`src/sv/dqrev_pkg.sv`:
```
// Shared types and constants for the double-ended queue with reverse.
// Used by the front, queue, back and top-level modules; no dependencies.
`timescale 1ns / 1ps
`default_nettype none

package dqrev_pkg;

    // Ring geometry
    localparam int DEPTH = 1024;
    localparam int AW    = (DEPTH > 1) ? $clog2(DEPTH) : 1;
    localparam int CW    = AW + 1;

    // Decoupling queue between front and back
    localparam int QDEPTH = 4;
    localparam int QAW    = $clog2(QDEPTH);
    localparam int QCW    = QAW + 1;

    localparam int VW = 8;

    typedef enum logic [2:0] {
        CMD_POP_BACK   = 3'd0,
        CMD_POP_FRONT  = 3'd1,
        CMD_REVERSE    = 3'd2,
        CMD_PUSH_BACK  = 3'd3,
        CMD_PUSH_FRONT = 3'd4
    } cmd_t;

    typedef enum logic [1:0] {
        ST_DONE   = 2'd0,
        ST_POPPED = 2'd1,
        ST_EMPTY  = 2'd2,
        ST_FULL   = 2'd3
    } status_t;

    // One memory operation with its precomputed result status
    typedef struct packed {
        logic            wr_en;
        logic            rd_en;
        logic [AW-1:0]   addr;
        logic [VW-1:0]   data;
        status_t         status;
    } dqrev_op_t;

endpackage

`default_nettype wire

```
`src/sv/dqrev_front.sv`:
```
// Front part: accepts command words, keeps ring pointers and order flag,
// classifies each command into one memory operation. Depends on dqrev_pkg.
`timescale 1ns / 1ps
`default_nettype none

module dqrev_front
    import dqrev_pkg::*;
(
    input  wire logic            clk,
    input  wire logic            rst_n,
    input  wire logic            s_tvalid,
    output logic                 s_tready,
    input  wire logic [VW-1:0]   s_tdata,
    input  wire logic [2:0]      s_tuser,
    input  wire logic            q_full,
    output logic                 op_valid,
    output dqrev_op_t            op
);

    localparam logic [CW-1:0] DEPTH_C    = CW'(DEPTH);
    localparam logic [AW-1:0] LAST_SLOT  = AW'(DEPTH - 1);

    logic [AW-1:0] first_reg, first_next;
    logic [CW-1:0] count_reg, count_next;
    logic          rev_reg, rev_next;

    logic          accept;
    logic          empty;
    logic          full;
    logic [CW-1:0] high_sum;
    logic [CW-1:0] last_sum;
    logic [AW-1:0] high_free;
    logic [AW-1:0] high_last;
    logic [AW-1:0] first_dec;
    logic [AW-1:0] first_inc;
    cmd_t          cmd;

    assign s_tready = !q_full;
    assign accept   = s_tvalid && s_tready;
    assign op_valid = accept;
    assign cmd      = cmd_t'(s_tuser);
    assign empty    = (count_reg == '0);
    assign full     = (count_reg >= DEPTH_C);

    // Ring addresses of the free slot above the high end and of the high end
    assign high_sum  = {1'b0, first_reg} + count_reg;
    assign last_sum  = {1'b0, first_reg} + count_reg - CW'(1);
    assign high_free = (high_sum >= DEPTH_C) ? AW'(high_sum - DEPTH_C) : AW'(high_sum);
    assign high_last = (last_sum >= DEPTH_C) ? AW'(last_sum - DEPTH_C) : AW'(last_sum);
    assign first_dec = (first_reg == '0) ? LAST_SLOT : first_reg - AW'(1);
    assign first_inc = (first_reg == LAST_SLOT) ? '0 : first_reg + AW'(1);

    // Classify the command and work out the next pointer state
    always_comb
    begin
        first_next = first_reg;
        count_next = count_reg;
        rev_next   = rev_reg;
        op.wr_en   = 1'b0;
        op.rd_en   = 1'b0;
        op.addr    = first_reg;
        op.data    = s_tdata;
        op.status  = ST_DONE;
        case (cmd)
            CMD_POP_BACK, CMD_POP_FRONT:
            begin
                if (empty)
                begin
                    op.status = ST_EMPTY;
                end
                else
                begin
                    op.rd_en   = 1'b1;
                    op.status  = ST_POPPED;
                    count_next = count_reg - CW'(1);
                    // pop back takes the high end in normal order
                    if ((cmd == CMD_POP_BACK) != rev_reg)
                    begin
                        op.addr = high_last;
                    end
                    else
                    begin
                        op.addr    = first_reg;
                        first_next = first_inc;
                    end
                end
            end
            CMD_REVERSE:
            begin
                rev_next = !rev_reg;
            end
            CMD_PUSH_BACK, CMD_PUSH_FRONT:
            begin
                if (full)
                begin
                    op.status = ST_FULL;
                end
                else
                begin
                    op.wr_en   = 1'b1;
                    count_next = count_reg + CW'(1);
                    // push back adds at the high end in normal order
                    if ((cmd == CMD_PUSH_BACK) != rev_reg)
                    begin
                        op.addr = high_free;
                    end
                    else
                    begin
                        op.addr    = first_dec;
                        first_next = first_dec;
                    end
                end
            end
            default:
            begin
                op.status = ST_DONE;
            end
        endcase
    end

    // Advance pointer state on each accepted word
    always_ff @(posedge clk or negedge rst_n)
    begin
        if (!rst_n)
        begin
            first_reg <= '0;
            count_reg <= '0;
            rev_reg   <= 1'b0;
        end
        else if (accept)
        begin
            first_reg <= first_next;
            count_reg <= count_next;
            rev_reg   <= rev_next;
        end
    end

endmodule

`default_nettype wire

```
`config.mk`:
```
export PLATFORM = sky130hd
export DESIGN_NAME = dqrev_front
export DESIGN_NICKNAME = d
export VERILOG_FILES = /design/src/sv/dqrev_pkg.sv /design/src/sv/dqrev_front.sv
export SDC_FILE = /design/constraint.sdc
export NUM_CORES = 1
export LEC_CHECK = 0
export BUFFER_PORTS_ARGS = -buffer_cell sky130_fd_sc_hd__buf_2
export CAP_MARGIN = 20
export CORE_MARGIN = 3
export CORE_UTILIZATION = 35
export CTS_CLUSTER_DIAMETER = 60
export CTS_CLUSTER_SIZE = 25
export DETAILED_ROUTE_END_ITERATION = 12
export PLACE_DENSITY = 0.6
export SLEW_MARGIN = 20
export SYNTH_ARGS = -nofsm -noshare
export SYNTH_HDL_FRONTEND = slang
export SYNTH_SLANG_ARGS = --single-unit
export TNS_END_PERCENT = 100
```
`constraint.sdc`:
```
create_clock -name clk -period 3.1 [get_ports clk]
set_input_delay 0.31 -clock clk [delete_from_list [all_inputs] [get_ports clk]]
set_output_delay 0.31 -clock clk [all_outputs]
set_load 0.03 [all_outputs]
```
-- After elaboration in Yosys (flattened, before gate mapping)
Cells that the tools add are included.
- register bits after elaboration: 22
- bits of input ports: 15
- output and inout bits: 24
- word-level logic and storage cells: 60
- add/subtract/negate cells: 8
- magnitude comparators: 3
- eq/ne operators: 11
- multiplexer cells: 23
- reductions and logical operators: 12
- operators with widths (operator ; count):
    $mux W10 ; 11
    $pmux W10 S2 ; 2
    $ge A11 B11 Y1 const B ; 3
    $mux W11 ; 3
    $sub A10 B1 Y10 const B ; 3
    $pmux W11 S2 ; 1
    $sub A11 B1 Y11 const B ; 2
    $add A10 B11 Y11 ; 1
    $add A11 B1 Y11 const B ; 1
    $logic_not A11 Y1 ; 1
    $add A10 B1 Y10 const B ; 1
    $eq A10 B10 Y1 const B ; 1
    $logic_not A10 Y1 ; 1
    $ne A2 B2 Y1 const B ; 4
    $eq A3 B2 Y1 const B ; 2
    $reduce_and A6 Y1 ; 1
    $mux W2 ; 2
    $pmux W2 S2 ; 1
    $reduce_and A4 Y1 ; 1
    $reduce_or A2 Y1 ; 2
    $eq A3 B1 Y1 const B ; 1
    $eq A3 B3 Y1 const B ; 1
    $logic_not A3 Y1 ; 1
    $mux W1 ; 3
    other kinds (5) ; 7

-- Longest topological paths before layout
- word-level depth: 7
- depth in mapped cells: 14
- depth with buffers taken out: 11

-- Worst setup path after synthesis
No wires, ideal clock.
- path kind: in2reg
- start: in s_tuser[1]
- end: reg count_reg[10]
- library setup time: 0.128 ns
- arrival: 3.036 ns
- data required time: 2.972 ns
- path slack: -0.064 ns
- cell stages on the path: 14
- path buffers: 4
- cells stage by stage: buf_2 > clkbuf_1 > o21a_1 > buf_2 > clkbuf_1 > ha_1 > a21o_1 > a21oi_1 > o21ai_0 > a21oi_1 > o21ai_0 > a21oi_1 > xor2_1 > o21ai_0
- longest elaborated chain between the ends: 4
- elaborated cells on any way between the ends: 11
- those cells by class: 5 x eq/ne; 1 x mux; 5 x reduce/logical
- RTL lines (item ; line ; source):
    start, declared ; dqrev_front.sv:14 ; input wire logic [2:0] s_tuser,
    $eq A3 B2 Y1, or another cell as far along ; dqrev_front.sv:64 ; case (cmd)
    $reduce_or A2 Y1 ; dqrev_front.sv:64 ;
    $ne A2 B2 Y1 (no source line) / $reduce_bool A2 Y1 (equally long branches) ; - ;
    $reduce_and A4 Y1 (no source line) ; - ;
    end signal, assigned ; dqrev_front.sv:133 ; count_reg <= count_next;
    end, declared ; dqrev_front.sv:24 ; logic [CW-1:0] count_reg, count_next;
Several ways; a longest one is shown, not always the timed one.
A chain may end at the register's enable or synchronous reset.

==> results.yml <==
power:
  p_leak_nw: 1.45
  power.density_mw_per_mm2: 1320
  ir_drop_uv: 600
  power_mw: 4.55
outcome:
  run_status: "finished with violations"
  violations: "setup timing"
route:
  drc: 0
  ant_nets: 0
  drt_wl_total_um: 8140
  wire_per_inst_um: 16.1
  via_count: 2881
  via_per_inst: 5.72
  firstDrtPassIters: 4
  first_iter_violations: 182
worst_setup_path:
  crit_arrival_ns: 2.88
  rr_worst_depth: 10
  path_max_fanout: 3
  path_class: "register to output port"
  start_kind: "register"
  cpMaxStageDelayCell: "fa_2"
  cpPeakStageDelay_ns: 0.56
  timing.critical_path.required_ns: 2.79
  cp_cell_sequence: "ha_2 > inv_2 > fa_2 > ha_1 > nand2_2 > or3_4 > nor2_4 > xor2_1 > nor2_1 > a221o_1 > buf_6"
  cp-end-kind: "output port"
place:
  portBuffers: 22
  hpwl_um: 5950
  gp_congestion: 0.902
die:
  die_x_um: 97.0
  die_y_um: 97.0
  dieArea_mm2: 0.00941
  start_util: 0.367
  coreArea_mm2: 0.00789
  io_pins: 39
  fp-row-count: 32
global_route:
  grt_pass1_wl_um: 13000
  antenna_found_initial: 0
  grt_use_total: 0.165
  grt_max_degree: 23
  grt.overflow.total: 0
  grt_pass1_vias: 2613
logic_synthesis:
  synth_seq_cells: 22
  syn_area_per_cell_um2: 7.67
  ys_types: 64
  synthArstFlopShare: 1.00
  ys_seq_area_frac: 0.190
  syn_area_mm2: 0.00290
  synth_top_area_frac: 0.190
  synth_ff_type: "dfrtp_1"
  synth-edff-count: 0
  synth.area.top_cells: "dfrtp_1, ha_1, a21oi_1, xor2_1, nor2_1"
  synth_most_common_cell: "nor2_1"
  syn-num-nets: 418
  yosysTopAreaCell: "dfrtp_1"
  ys_warn_count: 0
  synth_commonest_cells: "nor2_1, a21oi_1, nand2_1"
  synth_cells: 378
layout:
  largest_register_ffs: 11
  nets: 443
  syn_to_final_growth_pct: 18.6
  layout-drive-gt1-share: 0.259
  n_antenna_cell: 0
  fin_util: 0.436
sta:
  hold_viol: 0
  setup_ws_ns: -0.0895
  period_share: 1.03
  relSlewSlack: 0.639
  worstMarginPinSlew_ns: 0.541
  setup_violations: 1
  clock_skew_ns: 0.00863
  rsz0062_at_grt: "yes"
  max_freq_mhz: 314
  fin_tns_setup_ns: -0.0895
  finalWorstPathRequiredPeriod_ns: 3.19
  slew_violations: 0
worst_hold_path:
  hold_path.class: "input pin to asynchronous set/reset pin"
cts:
  cts_tree: "yes"
  hold_buffers: 0
  insertion_delay_ns: 0.28
  clock_path_buffers: 2
  htreeDepth: 1
  clk_pin_slew_worst_paths_ns: 0.09
  clock_sinks: 22
  cts_root_buffer: "clkbuf_8"
  cts-buffers-inserted: 3
job:
  cap_violations: 0
where the power goes:
part	internal, mW	switching, mW	total (mW)	leakage (nW)
Combinational	1.59	2.08	3.67	1.15
Clock	0.114	0.108	0.222	0.0288
Sequential	0.417	0.241	0.658	0.275
stage by stage:
stage | hold WS, ns | std cells | area [um2] | worst slack [ns]
after floorplan | 0.0144 | 378 | 2900 | 0.133
final | 0.00810 | 504 | 3440 | -0.0895
after global routing | 0.0489 | 504 | 3440 | -0.195
after detailed placement | 0.323 | 493 | 3130 | 0.110
after CTS | 0.0204 | 500 | 3290 | -0.0679
after global placement | 0.318 | 493 | 3130 | 0.173
placed cells by master (no fill, tap or decap), drive strengths merged, types with 4 or more instances in the layout:
master,n
inv,13
or3,4
nor2,45
o21a,6
a21o,4
buf,49
clkbuf,5
nor3,13
nand3,8
xor2,20
a22oi,4
nor2b,5
mux2,4
a21oi,40
nand2,27
o21ai,38
xnor2,11
a31oi,4
dfrtp,22
nor4,6
nand2b,4
ha,23
o31ai,4
worst paths after layout:
check / to / slack, ns / from
max: op[16] / -0.09 / count_reg[0]
min: first_reg[6] / 0.008 / rst_n
max reg2reg: count_reg[10] / 0.62 / count_reg[0]
min reg2reg: first_reg[1] / 0.57 / first_reg[1]
max in group asynchronous: count_reg[2] / 2.73 / rst_n
min in group clk: rev_reg / 0.51 / q_full
cell families (layout without fill, tap and decap cells):
logic type                 count (synthesis)  count (layout)  share of synthesized area
AOI/OAI and AO/OA                        129             129                      0.285
and+or+nand+nor                          121             121                      0.214
buffers and inverters                     43              67                     0.0734
xor gates and xnor gates                  31              31                     0.0989
adders and majority gates                 25              25                      0.113
DFF                                       22              22                      0.190
muxes                                      7               7                     0.0259
critical path: cells and delay by family (launching register included):
kind | cells | cell delay (ns)
compound gates | 1 | 0.30
buf+inv | 2 | 0.19
flops | 1 | 0.38
xor+xnor | 1 | 0.15
fa+ha+maj | 3 | 0.95
simple gates | 4 | 0.63
cell type report:
type / count / area [um2]
inverter: 13 / 48.8
clock buffer: 4 / 55.1
fill: 764 / 4450
sequential: 22 / 551
tap: 102 / 128
timing repair buffer: 50 / 340
multi-input combinational: 313 / 2310
timing repair:
| item | 4_1_cts | 5_1_grt |
|---|---|---|
| gates cloned | 0 | 0 |
| pin swaps | 3 | 8 |
| gates resized for setup | 18 | 27 |
| buffers inserted | 3 | 4 |
| hold endpoints to repair | 0 | 0 |
| setup endpoints to repair | 5 | 8 |
layer usage:
| layer | vias to the layer above | part of all wire | global-route usage |
|---|---|---|---|
| met5 | - | 0 | 0 |
| li1 | 1416 | - | - |
| met1 | 1362 | 0.46 | 0.239 |
| met3 | 11 | 0.079 | 0.0281 |
| met4 | 0 | 0.011 | 0.0356 |
| met2 | 92 | 0.45 | 0.256 |
(Power assumes the default switching activity.)
