<file path="src/sv/dqrev_pkg.sv">
// Shared types and constants for the double-ended queue with reverse.
// Used by the front, queue, back and top-level modules; no dependencies.
`timescale 1ns / 1ps
`default_nettype none

package dqrev_pkg;

    // Ring geometry
    localparam int DEPTH = 1024;
    localparam int AW    = (DEPTH > 1) ? $clog2(DEPTH) : 1;
    localparam int CW    = AW + 1;

    // Decoupling queue between front and back
    localparam int QDEPTH = 4;
    localparam int QAW    = $clog2(QDEPTH);
    localparam int QCW    = QAW + 1;

    localparam int VW = 8;

    typedef enum logic [2:0] {
        CMD_POP_BACK   = 3'd0,
        CMD_POP_FRONT  = 3'd1,
        CMD_REVERSE    = 3'd2,
        CMD_PUSH_BACK  = 3'd3,
        CMD_PUSH_FRONT = 3'd4
    } cmd_t;

    typedef enum logic [1:0] {
        ST_DONE   = 2'd0,
        ST_POPPED = 2'd1,
        ST_EMPTY  = 2'd2,
        ST_FULL   = 2'd3
    } status_t;

    // One memory operation with its precomputed result status
    typedef struct packed {
        logic            wr_en;
        logic            rd_en;
        logic [AW-1:0]   addr;
        logic [VW-1:0]   data;
        status_t         status;
    } dqrev_op_t;

endpackage

`default_nettype wire

</file>
<file path="src/sv/dqrev_queue.sv">
// Short operation queue between the front and back parts.
// Depends on dqrev_pkg for the operation type and depth.
`timescale 1ns / 1ps
`default_nettype none

module dqrev_queue
    import dqrev_pkg::*;
(
    input  wire logic      clk,
    input  wire logic      rst_n,
    input  wire logic      in_valid,
    input  dqrev_op_t      in_op,
    output logic           full,
    output logic           out_valid,
    input  wire logic      out_ready,
    output dqrev_op_t      out_op
);

    dqrev_op_t      slot_reg [QDEPTH];
    logic [QAW-1:0] wr_ptr_reg;
    logic [QAW-1:0] rd_ptr_reg;
    logic [QCW-1:0] fill_reg;
    logic           push;
    logic           pop;

    assign full      = (fill_reg == QCW'(QDEPTH));
    assign out_valid = (fill_reg != '0);
    assign out_op    = slot_reg[rd_ptr_reg];
    assign push      = in_valid && !full;
    assign pop       = out_ready && out_valid;

    // Store incoming operations
    always_ff @(posedge clk)
    begin
        if (push)
        begin
            slot_reg[wr_ptr_reg] <= in_op;
        end
    end

    // Advance pointers and fill level
    always_ff @(posedge clk or negedge rst_n)
    begin
        if (!rst_n)
        begin
            wr_ptr_reg <= '0;
            rd_ptr_reg <= '0;
            fill_reg   <= '0;
        end
        else
        begin
            if (push)
            begin
                wr_ptr_reg <= wr_ptr_reg + QAW'(1);
            end
            if (pop)
            begin
                rd_ptr_reg <= rd_ptr_reg + QAW'(1);
            end
            if (push && !pop)
            begin
                fill_reg <= fill_reg + QCW'(1);
            end
            else if (pop && !push)
            begin
                fill_reg <= fill_reg - QCW'(1);
            end
        end
    end

endmodule

`default_nettype wire

</file>
<file path="config.mk">
export PLATFORM = sky130hd
export DESIGN_NAME = dqrev_queue
export DESIGN_NICKNAME = d
export VERILOG_FILES = /design/src/sv/dqrev_pkg.sv /design/src/sv/dqrev_queue.sv
export SDC_FILE = /design/constraint.sdc
export NUM_CORES = 1
export LEC_CHECK = 0
export BUFFER_PORTS_ARGS = -buffer_cell sky130_fd_sc_hd__buf_2
export CORE_MARGIN = 5
export CORE_UTILIZATION = 61
export CTS_CLUSTER_SIZE = 28
export DETAILED_ROUTE_END_ITERATION = 6
export HOLD_SLACK_MARGIN = 0.1
export PLACE_DENSITY = 0.8
export SLEW_MARGIN = 0
export SYNTH_ARGS = -nofsm -noshare
export SYNTH_HDL_FRONTEND = slang
export SYNTH_SLANG_ARGS = --single-unit
</file>
<file path="constraint.sdc">
create_clock -name clk -period 6.9 [get_ports clk]
set_clock_uncertainty 0.2 [all_clocks]
set_input_delay 1.035 -clock clk [delete_from_list [all_inputs] [get_ports clk]]
set_output_delay 1.035 -clock clk [all_outputs]
set_load 0.05 [all_outputs]
</file>
Word level (Yosys, flattened, before mapping):

Memories as Yosys holds them, arrays and structs flattened.
Index checks and enable logic that the tools add are counted.

* mux-type cells: 4
* add/sub/neg operators: 4
* equal/unequal tests: 1
* reduce and logical (&&, ||, !) cells: 9

Operators by type and width (number)
* 3-bit 2-to-1 mux: 2
* 2-bit by 1-bit adder with 2-bit output (second input constant): 2
* 1-bit logical AND: 4
* 3-bit by 1-bit adder with 3-bit output (second input constant): 1
* 3-bit == test (second input constant): 1
* 1-bit logical NOT: 3
* 3-bit nonzero test: 1
* 3-bit by 1-bit subtractor with 3-bit output (second input constant): 1
* 1-bit 2-to-1 mux: 2
* 2-bit nonzero test: 1

* bits of input ports: 26
* memories: 1
* output and inout bits: 24
* word-level logic and storage cells: 22
* bits in writable memories: 88
* register bits after elaboration: 7

Memories
* slot_reg: words 4, width 22, rd ports 1, clocked after Yosys merged registers in 0, wr ports 1, line dqrev_queue.sv:19 `dqrev_op_t slot_reg [QDEPTH];`

Depth between registers and ports, before layout:

Gate-level depths: netlist of run 1.

* depth in word-level cells: 7
* mapped depth: 9
* depth with buffers taken out: 8

Worst setup path after synthesis of run 1:

No wires, ideal clock.

* kind: in2reg
* from: input in_valid
* to: register fill_reg[1]
* arrival: 2231 ps
* buffers on the path: 1
* data required time: 6575 ps
* stages on the path: 6
* library setup time: 125 ps
* slack: 4344 ps
* cells stage by stage: nor2b_2 -> buf_6 -> ha_1 -> inv_1 -> fa_1 -> mux2_2

* word-level cells in the longest chain between the ends: 4
* elaborated cells on any way between the ends: 6
* classes of those cells: mux (1); reduce/logical (5)

Ends and longest elaborated chain
* from (decl): line dqrev_queue.sv:11 `input wire logic in_valid,`
* 1-bit logical AND (*): line dqrev_queue.sv:29 `assign push = in_valid && !full;`
* via push: line dqrev_queue.sv:23 `logic push;`
* 1-bit logical NOT: line dqrev_queue.sv:64 `else if (pop && !push)`
* 1-bit logical AND: line dqrev_queue.sv:64
* 2-bit nonzero test (no source line)
* to (signal assigned): line dqrev_queue.sv:62 `fill_reg <= fill_reg + QCW'(1);`
* to (signal assigned): line dqrev_queue.sv:66 `fill_reg <= fill_reg - QCW'(1);`
* to (decl): line dqrev_queue.sv:22 `logic [QCW-1:0] fill_reg;`

The timed path passes the listed nets; every way through them passes the cells marked *.
A chain may end at the register's enable or synchronous reset.

==> impl_summary.txt, run 1 <==
----------------------------------------------------
[Run status]
  Status ... finished clean

[Detailed routing]
  Antenna Nets Post-Route ... 0
  Total length of routed wires ... 6328 um
  Number of optimization iterations in the first detailed-route pass ... 4
  Routed wire per std cell ... 22.20 um
  Vias per cell ... 5.751
  DR DRC count ... 0
  Initial DRC Count ... 104
  Via count ... 1,639

[Setup path]
  Critical path data required time ... 5.66 ns
  Crit path kind ... reg -> out
  Element type at the critical path end ... output port
  Startpoint type of the worst setup path ... register
  Cell class contributing the biggest share of worst-path delay ... flip-flops
  Cells along the critical path ... buf_4, mux4_2, buf_2
  Peak per-stage delay on the critical path ... 0.78 ns
  Combined buffer and inverter count along the critical path ... 2
  Critical Path Slowest Stage Cell ... dfrtp_1
  Endpoint arrival time on the critical path ... 2.32 ns
  Maximum net fanout on the critical path ... 13

[Floorplan]
  Die Y ... 87.29 um
  Die width ... 87.29 um
  Die area ... 0.007619 mm2
  Initial Util ... 0.6228
  Core region area ... 0.005851 mm2
  I/O Pins ... 50
  Standard-cell row count ... 28

[Clock tree]
  TritonCTS clock tree ... done
  H-tree depth ... 3
  Clock tree root driver cell ... clkbuf_8
  Worst-path clk slew ... 0.09 ns
  Longest Clk Path Bufs ... 2
  Post-cts gate resize count ... 0
  Hold buffer count at cts ... 0
  CTS buffer count ... 9
  Clock sink count ... 95
  Insertion delay to the later sink of the worst-skew pair ... 0.34 ns
  Post-CTS Setup Inserts ... 0

[STA]
  Number of endpoints failing setup at the final stage ... 0
  FMAX ... 0.2810 GHz
  Max-slew violation total from the final report ... 0
  RSZ-0062 raised after global routing ... false
  Tightest slew margin relative to the limit ... 0.3013
  Hold Violations, Final ... 0
  Worst-Margin Slew ... 1.048 ns
  Final period utilization ... 0.5158
  Setup TNS Final ... 0 ns
  Minimum clock period after layout ... 3.559 ns

[Pwr]
  Peak supply drop ... 0.0003081 V
  Total leakage power ... 1.461 nW
  Final Power ... 2.033 mW
  Power per Cell Area ... 491.5 mW/mm2

[Yosys]
  Warning count from the yosys run ... 0
  Post-synthesis instance area ... 0.003643 mm2
  Number of distinct library cell variants in the gate-level netlist after synthesis ... 21
  Most frequently used cell type in the post-synthesis netlist ... edfxtp_1
  EDFF count, synth ... 88
  Top cells by area in the synthesized netlist ... edfxtp_1 73%, mux4_2 13%, dfrtp_1 4.8%
  Area share of the largest cell type after synthesis ... 0.7253
  Yosys reg bits ... 95
  Proportion of synthesized flip-flops having asynchronous set or reset ... 0.07368
  Register area share after synthesis ... 0.7734
  Cell type contributing the most total cell area after synthesis ... edfxtp_1
  Synth top cells by count ... 88 x edfxtp_1, 21 x mux4_2, 7 x dfrtp_1, 5 x ha_1
  Cell count after synthesis ... 150
  Most used DFF post-synth ... edfxtp_1
  Post-synth net total ... 182
  Mean instance size in the synthesized netlist ... 24.29 um2

[Place]
  IO buf count ... 49
  Final GP Congestion ... 0.7318
  Number of instances in the placed design ... 269
  Final HPWL DP ... 4113 um

[Final layout]
  Area growth from synthesis to final layout ... 13.50%
  Flip-flop count of the largest register after layout ... 88
  Final net count ... 237
  Fraction of final layout cells sized beyond drive strength 1 ... 0.4429
  Number of standard cells in the layout, taps in and fillers out ... 285
  Antenna Diode Count ... 0

[Job]
  Number of maximum-capacitance violations ... 0

[Global route]
  Maximum number of pins on one net before global-route repair ... 24
  Final global-route overflow total ... 0
  Initial antenna violation count ... 0
  Global-route wire length before repair ... 9922 um
  Via count of the first global-routing pass ... 1,764
  Overall global routing resource usage ... 0.1823

[Min path]
  Worst min-delay path category ... in -> async

----------------------------------------------------
final timing paths:
kind                                            from                        end  slack [ns]  depth (start not counted)
max                        rd_ptr_reg[0]$_DFFE_PN0P_                 out_op[20]        3.34                          3
min                                            rst_n  wr_ptr_reg[0]$_DFFE_PN0P_        0.32                          1
max reg2reg                  fill_reg[0]$_DFFE_PN0P_    fill_reg[2]$_DFFE_PN0P_        4.54                          8
min reg2reg                  fill_reg[2]$_DFFE_PN0P_    fill_reg[2]$_DFFE_PN0P_        0.32                          1
max in group asynchronous                      rst_n  rd_ptr_reg[1]$_DFFE_PN0P_        6.00                          1
min in group clk             fill_reg[2]$_DFFE_PN0P_    fill_reg[2]$_DFFE_PN0P_        0.32                          1
where the power goes:
group	internal [mW]	switching [mW]
clock network	0.215	0.179
registers	0.767	0.0925
logic	0.260	0.519
total	1.24	0.790
cell type report:
class | instances | area (um2)
timing repair buffer | 50 | 252.7
multi-input combinational | 46 | 742.0
tap | 75 | 93.84
sequential | 95 | 2818
clock buffer | 13 | 148.9
inverter | 3 | 11.26
clock inverter | 3 | 68.82
fill | 359 | 1715
placed cells by master, fill, tap and decap left out, drive strengths merged:
master / netlist / layout
mux2: 2 / 2
nor3b: 1 / 1
edfxtp: 88 / 88
ha: 5 / 5
and2: 4 / 4
xnor2: 4 / 4
inv: 3 / 3
nor2b: 1 / 1
or3: 1 / 1
dfrtp: 7 / 7
fa: 1 / 1
bufinv: 0 / 2
clkinv: 0 / 1
nor2: 1 / 1
nand2: 1 / 1
clkbuf: 0 / 13
xor2: 2 / 2
buf: 6 / 50
mux4: 22 / 22
nand3: 1 / 1
metal layers:
| metal | routed length (um) | track usage | up-vias |
|---|---|---|---|
| met5 | 0 | 0 | - |
| met2 | 3427 | 0.3103 | 41 |
| met4 | 84 | 0.05439 | 0 |
| met1 | 2475 | 0.2294 | 868 |
| met3 | 339 | 0.05109 | 9 |
| li1 | - | - | 721 |
stage by stage:
step           worst slack (ns)  cell area, um2  hold WS, ns    util
6_report                  3.341            4135       0.3187  0.7068
5_1_grt                   3.151            4135       0.3005  0.7068
4_1_cts                   3.250            4135       0.3030  0.7068
3_5_place_dp              3.648            3918       0.3165  0.6696
3_3_place_gp              3.736            3918       0.2827  0.6696
2_1_floorplan             4.344            3643       0.2645       -
logic make-up (layout without fill, tap and decap cells):
group                    count (synthesis)  count (layout)  share of synthesized area
flip-flops                              95              95                     0.7734
multiplexers                            24              24                     0.1442
buffers and inverters                    9              69                    0.02301
adder cells (fa/ha/maj)                  6               6                    0.02267
XOR/XNOR                                 6               6                    0.01442
AND/OR/NAND/NOR                         10              10                    0.02232
worst register-to-register path, stage by stage, from the launching register on:
cell and delay (ns):
dfrtp_1 0.47, or3_4 0.43, nand2_1 0.11, ha_1 0.19
inv_1 0.07, fa_1 0.39, xor2_1 0.15, nor2_1 0.11
xor2_1 0.17
Note: power is estimated with default switching activity, not from simulation.
==> run 2: changes to the inputs <==
--- a/config.mk
+++ b/config.mk
@@ -7,11 +7,11 @@
 export LEC_CHECK = 0
 export BUFFER_PORTS_ARGS = -buffer_cell sky130_fd_sc_hd__buf_2
 export CORE_MARGIN = 5
-export CORE_UTILIZATION = 61
+export CORE_UTILIZATION = 56
 export CTS_CLUSTER_SIZE = 28
 export DETAILED_ROUTE_END_ITERATION = 6
 export HOLD_SLACK_MARGIN = 0.1
-export PLACE_DENSITY = 0.8
+export PLACE_DENSITY = 0.74
 export SLEW_MARGIN = 0
 export SYNTH_ARGS = -nofsm -noshare
 export SYNTH_HDL_FRONTEND = slang
==> constraint.sdc (replaced) <==
create_clock -name clk -period 3.5 [get_ports clk]
set_clock_uncertainty 0.2 [all_clocks]
set_input_delay 0.525 -clock clk [delete_from_list [all_inputs] [get_ports clk]]
set_output_delay 0.525 -clock clk [all_outputs]
set_load 0.05 [all_outputs]
==> impl_summary.txt, run 2 (synthesis gave the netlist of run 1 again) <==
----------------------------------------------------
[Pwr]
  Total leakage power ... 1.444 nW
  Peak supply drop ... 0.0006041 V
  Power per Cell Area ... 930.6 mW/mm2

[Setup path]
  Startpoint type of the worst setup path ... register
  Startpoint of the worst setup timing path ... rd_ptr_reg[0]$_DFFE_PN0P_
  Peak per-stage delay on the critical path ... 0.89 ns
  Reg-to-reg setup timing slack ... 1.14 ns
  Cells along the critical path ... mux4_2, buf_2
  Worst reg-to-reg path cell count ... 8
  Element type at the critical path end ... output port
  Maximum net fanout on the critical path ... 24
  Crit path kind ... reg -> out
  Critical path data required time ... 2.77 ns
  Worst flop-to-flop path startpoint ... fill_reg[0]$_DFFE_PN0P_
  Endpoint of the worst setup timing path ... out_op[5]
  Endpoint arrival time on the critical path ... 2.08 ns
  Endpoint of the lowest-slack register-to-register path ... fill_reg[2]$_DFFE_PN0P_
  Critical Path Slowest Stage Cell ... dfrtp_2

[STA]
  FMAX ... 0.3560 GHz
  RSZ-0062 raised after global routing ... false
  Hold Violations, Final ... 0
  Final period utilization ... 0.8025
  Worst-Margin Slew ... 0.7920 ns
  Minimum clock period after layout ... 2.809 ns
  Max-slew violation total from the final report ... 0
  Number of endpoints failing setup at the final stage ... 0
  Tightest slew margin relative to the limit ... 0.4720
  Setup TNS Final ... 0 ns

[Global route]
  Via count of the first global-routing pass ... 1,822
  Maximum number of pins on one net before global-route repair ... 25
  Overall global routing resource usage ... 0.1489
  Initial antenna violation count ... 0
  Final global-route overflow total ... 0
  Global-route wire length before repair ... 9294 um

[Clock tree]
  Clock tree root driver cell ... clkbuf_8
  Clock sink count ... 95
  Longest Clk Path Bufs ... 2
  TritonCTS clock tree ... done
  Insertion delay to the later sink of the worst-skew pair ... 0.33 ns
  Post-CTS Setup Inserts ... 0
  H-tree depth ... 3
  Worst-path clk slew ... 0.09 ns
  CTS buffer count ... 9

[Floorplan]
  Die area ... 0.008219 mm2
  I/O Pins ... 50
  Die Y ... 90.66 um
  Die width ... 90.66 um
  Initial Util ... 0.5738
  Standard-cell row count ... 29
  Core region area ... 0.006350 mm2

[Final layout]
  Area growth from synthesis to final layout ... 12.40%
  Util after Layout ... 0.6449
  Antenna Diode Count ... 0
  Non-Filler Cell Area, Final ... 0.004095 mm2
  Final net count ... 238
  Commonest non-fill, non-tap cell in the layout ... edfxtp_1
  Fraction of final layout cells sized beyond drive strength 1 ... 0.4502
  Flip-flop count of the largest register after layout ... 88
  Commonest cells after routing, fill and taps aside ... 88 x edfxtp_1, 49 x buf_2, 21 x mux4_2

[Run status]
  Status ... finished clean

[Place]
  IO buf count ... 49
  Final GP Congestion ... 0.7835
  Placed standard-cell area ... 0.003921 mm2
  Final HPWL DP ... 3704 um

[Min path]
  Worst hold path startpoint ... in_op[18]
  Worst min-delay path category ... in -> reg

[Job]
  Number of maximum-capacitance violations ... 0

[Detailed routing]
  Antenna Nets Post-Route ... 0
  Via count ... 1,592
  Initial DRC Count ... 96
  Routed wire per std cell ... 19.85 um
  DR DRC count ... 0
  Total length of routed wires ... 5717 um
  Vias per cell ... 5.528
  Number of optimization iterations in the first detailed-route pass ... 4

----------------------------------------------------
run 2: changes by cell type in the layout (fill, tap and decap cells not counted):
cell	previous run	this run
clkbuf_1	3	1
clkbuf_8	10	9
bufinv_16	2	0
clkinv_1	0	1
dfrtp_1	7	6
dlygate4sd3_1	0	1
dfrtp_2	0	1
clkinv_2	0	3
inv_6	0	1
run 2: layout make-up:
class                   instances  area [um2]
multi-input cells              46       742.0
flip-flops and latches         95        2819
well taps                      77       96.34
inverters                       3       11.26
repair buffers                 51       262.8
clock buffers                  10       127.6
clock inverters                 6       36.28
fillers                       427        2255
run 2: timing repair:
item | in CTS | in global routing
hold buffers | 1 | 0
hold endpoints to repair | 7 | 0
resized for setup | 0 | 0
run 2: per-stage QoR:
step | worst slack (ns) | std cells | hold slack [ns] | total power, mW
4_1_cts | 0.6048 | 288 | 0.1748 | 3.866
2_1_floorplan | 1.039 | 150 | 0.02941 | 2.975
5_1_grt | 0.5229 | 288 | 0.1761 | 3.990
6_report | 0.6911 | 288 | 0.1941 | 3.811
3_3_place_gp | 1.004 | 271 | 0.1594 | 3.205
3_5_place_dp | 0.9975 | 271 | 0.1666 | 3.265
run 2: how the worst min path moves through the flow:
stage,endpoint,slack (ns),depth (start not counted)
floorplan,fill_reg[0]$_DFFE_PN0P_,0.03,0
global placement,fill_reg[2]$_DFFE_PN0P_,0.16,1
detailed placement,fill_reg[0]$_DFFE_PN0P_,0.17,1
CTS,slot_reg[2][14]$_DFFE_PP_,0.17,1
global route,slot_reg[3][18]$_DFFE_PP_,0.18,1
finish,slot_reg[2][18]$_DFFE_PP_,0.19,1
run 2: critical path, delay by kind of cell, from the launching register on:
| family | cells | cell delay, ns |
|---|---|---|
| buffers and inverters | 1 | 0.23 |
| DFF | 1 | 0.89 |
| muxes | 1 | 0.61 |
run 2: where the power goes:
| part | leakage, nW | total [mW] | internal [mW] | switching, mW |
|---|---|---|---|---|
| Sequential | 0.887 | 1.69 | 1.51 | 0.176 |
| Clock | 0.0878 | 0.602 | 0.256 | 0.346 |
| Combinational | 0.470 | 1.52 | 0.508 | 1.01 |
run 2: layer usage:
metal  vias to the layer above  global-route usage  wire length (um)
met1                       824              0.1779              2348
li1                        723                   -                 -
met3                         8             0.03583               231
met2                        37              0.2536              3051
met5                         -                   0                 0
met4                         0             0.06948                85
==> run 3: changes to the inputs <==
--- a/config.mk
+++ b/config.mk
@@ -5,13 +5,14 @@
 export SDC_FILE = /design/constraint.sdc
 export NUM_CORES = 1
 export LEC_CHECK = 0
+export ABC_AREA = 1
 export BUFFER_PORTS_ARGS = -buffer_cell sky130_fd_sc_hd__buf_2
 export CORE_MARGIN = 5
-export CORE_UTILIZATION = 56
+export CORE_UTILIZATION = 57
 export CTS_CLUSTER_SIZE = 28
 export DETAILED_ROUTE_END_ITERATION = 6
 export HOLD_SLACK_MARGIN = 0.1
-export PLACE_DENSITY = 0.74
+export PLACE_DENSITY = 0.75
 export SLEW_MARGIN = 0
 export SYNTH_ARGS = -nofsm -noshare
 export SYNTH_HDL_FRONTEND = slang
==> constraint.sdc (replaced) <==
create_clock -name clk -period 2.9 [get_ports clk]
set_clock_uncertainty 0.2 [all_clocks]
set_input_delay 0.435 -clock clk [delete_from_list [all_inputs] [get_ports clk]]
set_output_delay 0.435 -clock clk [all_outputs]
set_load 0.05 [all_outputs]
==> impl_summary.txt, run 3 <==
----------------------------------------------------
[Run status]
  Status ... finished clean

[Clock tree]
  TritonCTS clock tree ... done
  Hold buffer count at cts ... 12
  Insertion delay to the later sink of the worst-skew pair ... 0.34 ns
  Worst-path clk slew ... 0.08 ns
  H-tree depth ... 3
  Post-cts gate resize count ... 0
  Clock sink count ... 95
  Post-CTS Setup Inserts ... 0
  Longest Clk Path Bufs ... 2
  CTS buffer count ... 9
  Clock tree root driver cell ... clkbuf_8

[Yosys]
  EDFF count, synth ... 88
  Most used DFF post-synth ... edfxtp_1
  Warning count from the yosys run ... 0
  Top cells by area in the synthesized netlist ... edfxtp_1 66%, nand2_1 7.9%, o211ai_1 7.5%
  Area share of the largest cell type after synthesis ... 0.6614
  Mean instance size in the synthesized netlist ... 12.60 um2
  Cell type contributing the most total cell area after synthesis ... edfxtp_1
  Number of distinct library cell variants in the gate-level netlist after synthesis ... 19
  Post-synth net total ... 349
  Proportion of synthesized flip-flops having asynchronous set or reset ... 0.07368
  Synth top cells by count ... 88 x edfxtp_1, 84 x nand2_1, 58 x inv_1, 40 x o211ai_1, 9 x buf_6
  Register area share after synthesis ... 0.7053
  Yosys reg bits ... 95
  Most frequently used cell type in the post-synthesis netlist ... edfxtp_1
  Post-synthesis instance area ... 0.003995 mm2
  Cell count after synthesis ... 317

[STA]
  Max-slew violation total from the final report ... 0
  Number of endpoints failing setup at the final stage ... 0
  RSZ-0062 raised after global routing ... false
  Hold Violations, Final ... 0
  Tightest slew margin relative to the limit ... 0.6717
  Minimum clock period after layout ... 2.551 ns
  Final period utilization ... 0.8798
  Setup TNS Final ... 0 ns
  Worst-Margin Slew ... 0.4925 ns
  FMAX ... 0.3919 GHz

[Detailed routing]
  Routed wire per std cell ... 14.07 um
  DR DRC count ... 0
  Total length of routed wires ... 6840 um
  Antenna Nets Post-Route ... 0
  Initial DRC Count ... 123
  Via count ... 2,423
  Vias per cell ... 4.986
  Number of optimization iterations in the first detailed-route pass ... 4

[Final layout]
  Non-Filler Cell Area, Final ... 0.004636 mm2
  Commonest non-fill, non-tap cell in the layout ... edfxtp_1
  Area growth from synthesis to final layout ... 16.04%
  Flip-flop count of the largest register after layout ... 88
  Antenna Diode Count ... 0
  Filler cell count ... 494
  Commonest cells after routing, fill and taps aside ... 88 x edfxtp_1, 84 x nand2_1, 58 x inv_1
  Total area of sequential cells ... 0.002818 mm2
  Area of the multi-input gates ... 828.3 um2
  Final net count ... 417
  Fraction of final layout cells sized beyond drive strength 1 ... 0.2128

[Floorplan]
  Initial Util ... 0.5880
  Die width ... 93.72 um
  I/O Pins ... 50
  Core region area ... 0.006794 mm2
  Die area ... 0.008783 mm2
  Die Y ... 93.72 um
  Standard-cell row count ... 30

[Global route]
  Global-route wire length before repair ... 11,350 um
  Overall global routing resource usage ... 0.1692
  Initial antenna violation count ... 0
  Final global-route overflow total ... 0
  Maximum number of pins on one net before global-route repair ... 51
  Via count of the first global-routing pass ... 2,444

[Setup path]
  Critical path data required time ... 2.27 ns
  Element type at the critical path end ... output port
  Endpoint arrival time on the critical path ... 1.92 ns
  Crit path kind ... reg -> out
  Startpoint type of the worst setup path ... register
  Maximum net fanout on the critical path ... 50

[Pwr]
  Clock share of power ... 0.161
  Cell-internal power ... 2.787 mW
  Logic gate share of total power ... 0.463
  Power per Cell Area ... 1096 mW/mm2
  Fraction of power spent switching nets ... 0.4513
  Total leakage power ... 1.956 nW
  Peak supply drop ... 0.0006263 V
  Net switching power ... 2.292 mW
  Sequential cell fraction of total power ... 0.376

[Job]
  Number of maximum-capacitance violations ... 0

[Place]
  Final GP Congestion ... 0.7559
  Final HPWL DP ... 4420 um
  IO buf count ... 49
  Placed standard-cell area ... 0.004327 mm2

[Min path]
  Worst min-delay path category ... in -> reg

----------------------------------------------------
run 3: through the flow:
stage                     hold slack, ns  utilization  worst slack (ns)  total power, mW  cells
after floorplan                 -0.06059            -            0.5686            3.831    317
after global placement           0.07563       0.6368            0.7596            4.244    458
final                             0.1085       0.6823            0.3486            5.080    486
after global routing              0.1074       0.6823            0.1698            5.377    486
after CTS                         0.1005       0.6823            0.3235            5.124    486
after detailed placement         0.07979       0.6368            0.7253            4.300    458
run 3: power by group through the flow:
stage / combinational, mW / sequential (mW) / clock [mW]
detailed placement: 2.36 / 1.94 / 0
CTS: 2.38 / 1.91 / 0.835
finish: 2.35 / 1.91 / 0.819
global route: 2.56 / 1.94 / 0.883
floorplan: 1.91 / 1.92 / 0
global placement: 2.32 / 1.93 / 0
run 3: layer usage:
layer | routed length, um | vias up | track usage | share of wire
met4 | 114 | 0 | 0.07461 | 0.017
li1 | - | 1212 | - | -
met2 | 3427 | 51 | 0.2868 | 0.50
met3 | 293 | 11 | 0.02965 | 0.043
met1 | 3004 | 1149 | 0.2134 | 0.44
met5 | 0 | - | 0 | 0
run 3: cell families after synthesis:
family	synth area share
AO/OA/AOI/OAI	0.08894
XOR/XNOR	0.002193
adder cells (fa/ha/maj)	0.02067
buffers and inverters	0.08989
flip-flops	0.7053
AND/OR/NAND/NOR	0.09301
run 3: final timing paths:
| path | from | to | slack (ns) | cells after the start |
|---|---|---|---|---|
| min in group asynchronous | rst_n | wr_ptr_reg[1]$_DFFE_PN0P_ | 0.25 | 2 |
| max in group asynchronous | rst_n | fill_reg[1]$_DFFE_PN0P_ | 2.09 | 2 |
| worst min-delay path | in_op[3] | slot_reg[1][3]$_DFFE_PP_ | 0.11 | 1 |
| worst max-delay path | rd_ptr_reg[0]$_DFFE_PN0P_ | out_op[4] | 0.35 | 6 |
| worst min register to register | fill_reg[2]$_DFFE_PN0P_ | fill_reg[2]$_DFFE_PN0P_ | 0.34 | 2 |
| worst max register to register | fill_reg[1]$_DFFE_PN0P_ | fill_reg[1]$_DFFE_PN0P_ | 0.75 | 9 |
run 3: final cells by class:
| cell class | count | area share |
|---|---|---|
| sequential | 95 | 0.6078 |
| clock buffer | 10 | 0.02753 |
| tap | 96 | 0.02591 |
| timing repair buffer | 71 | 0.09771 |
| multi-input combinational | 148 | 0.1787 |
| inverter | 60 | 0.04912 |
| clock inverter | 6 | 0.01323 |
run 3: critical path, stage by stage (launching register included):
cell and delay (ns):
dfrtp_1 0.43, inv_4 0.38, buf_12 0.26, nand2_1 0.08, o211ai_1 0.10, nand2_1 0.08, buf_2 0.21
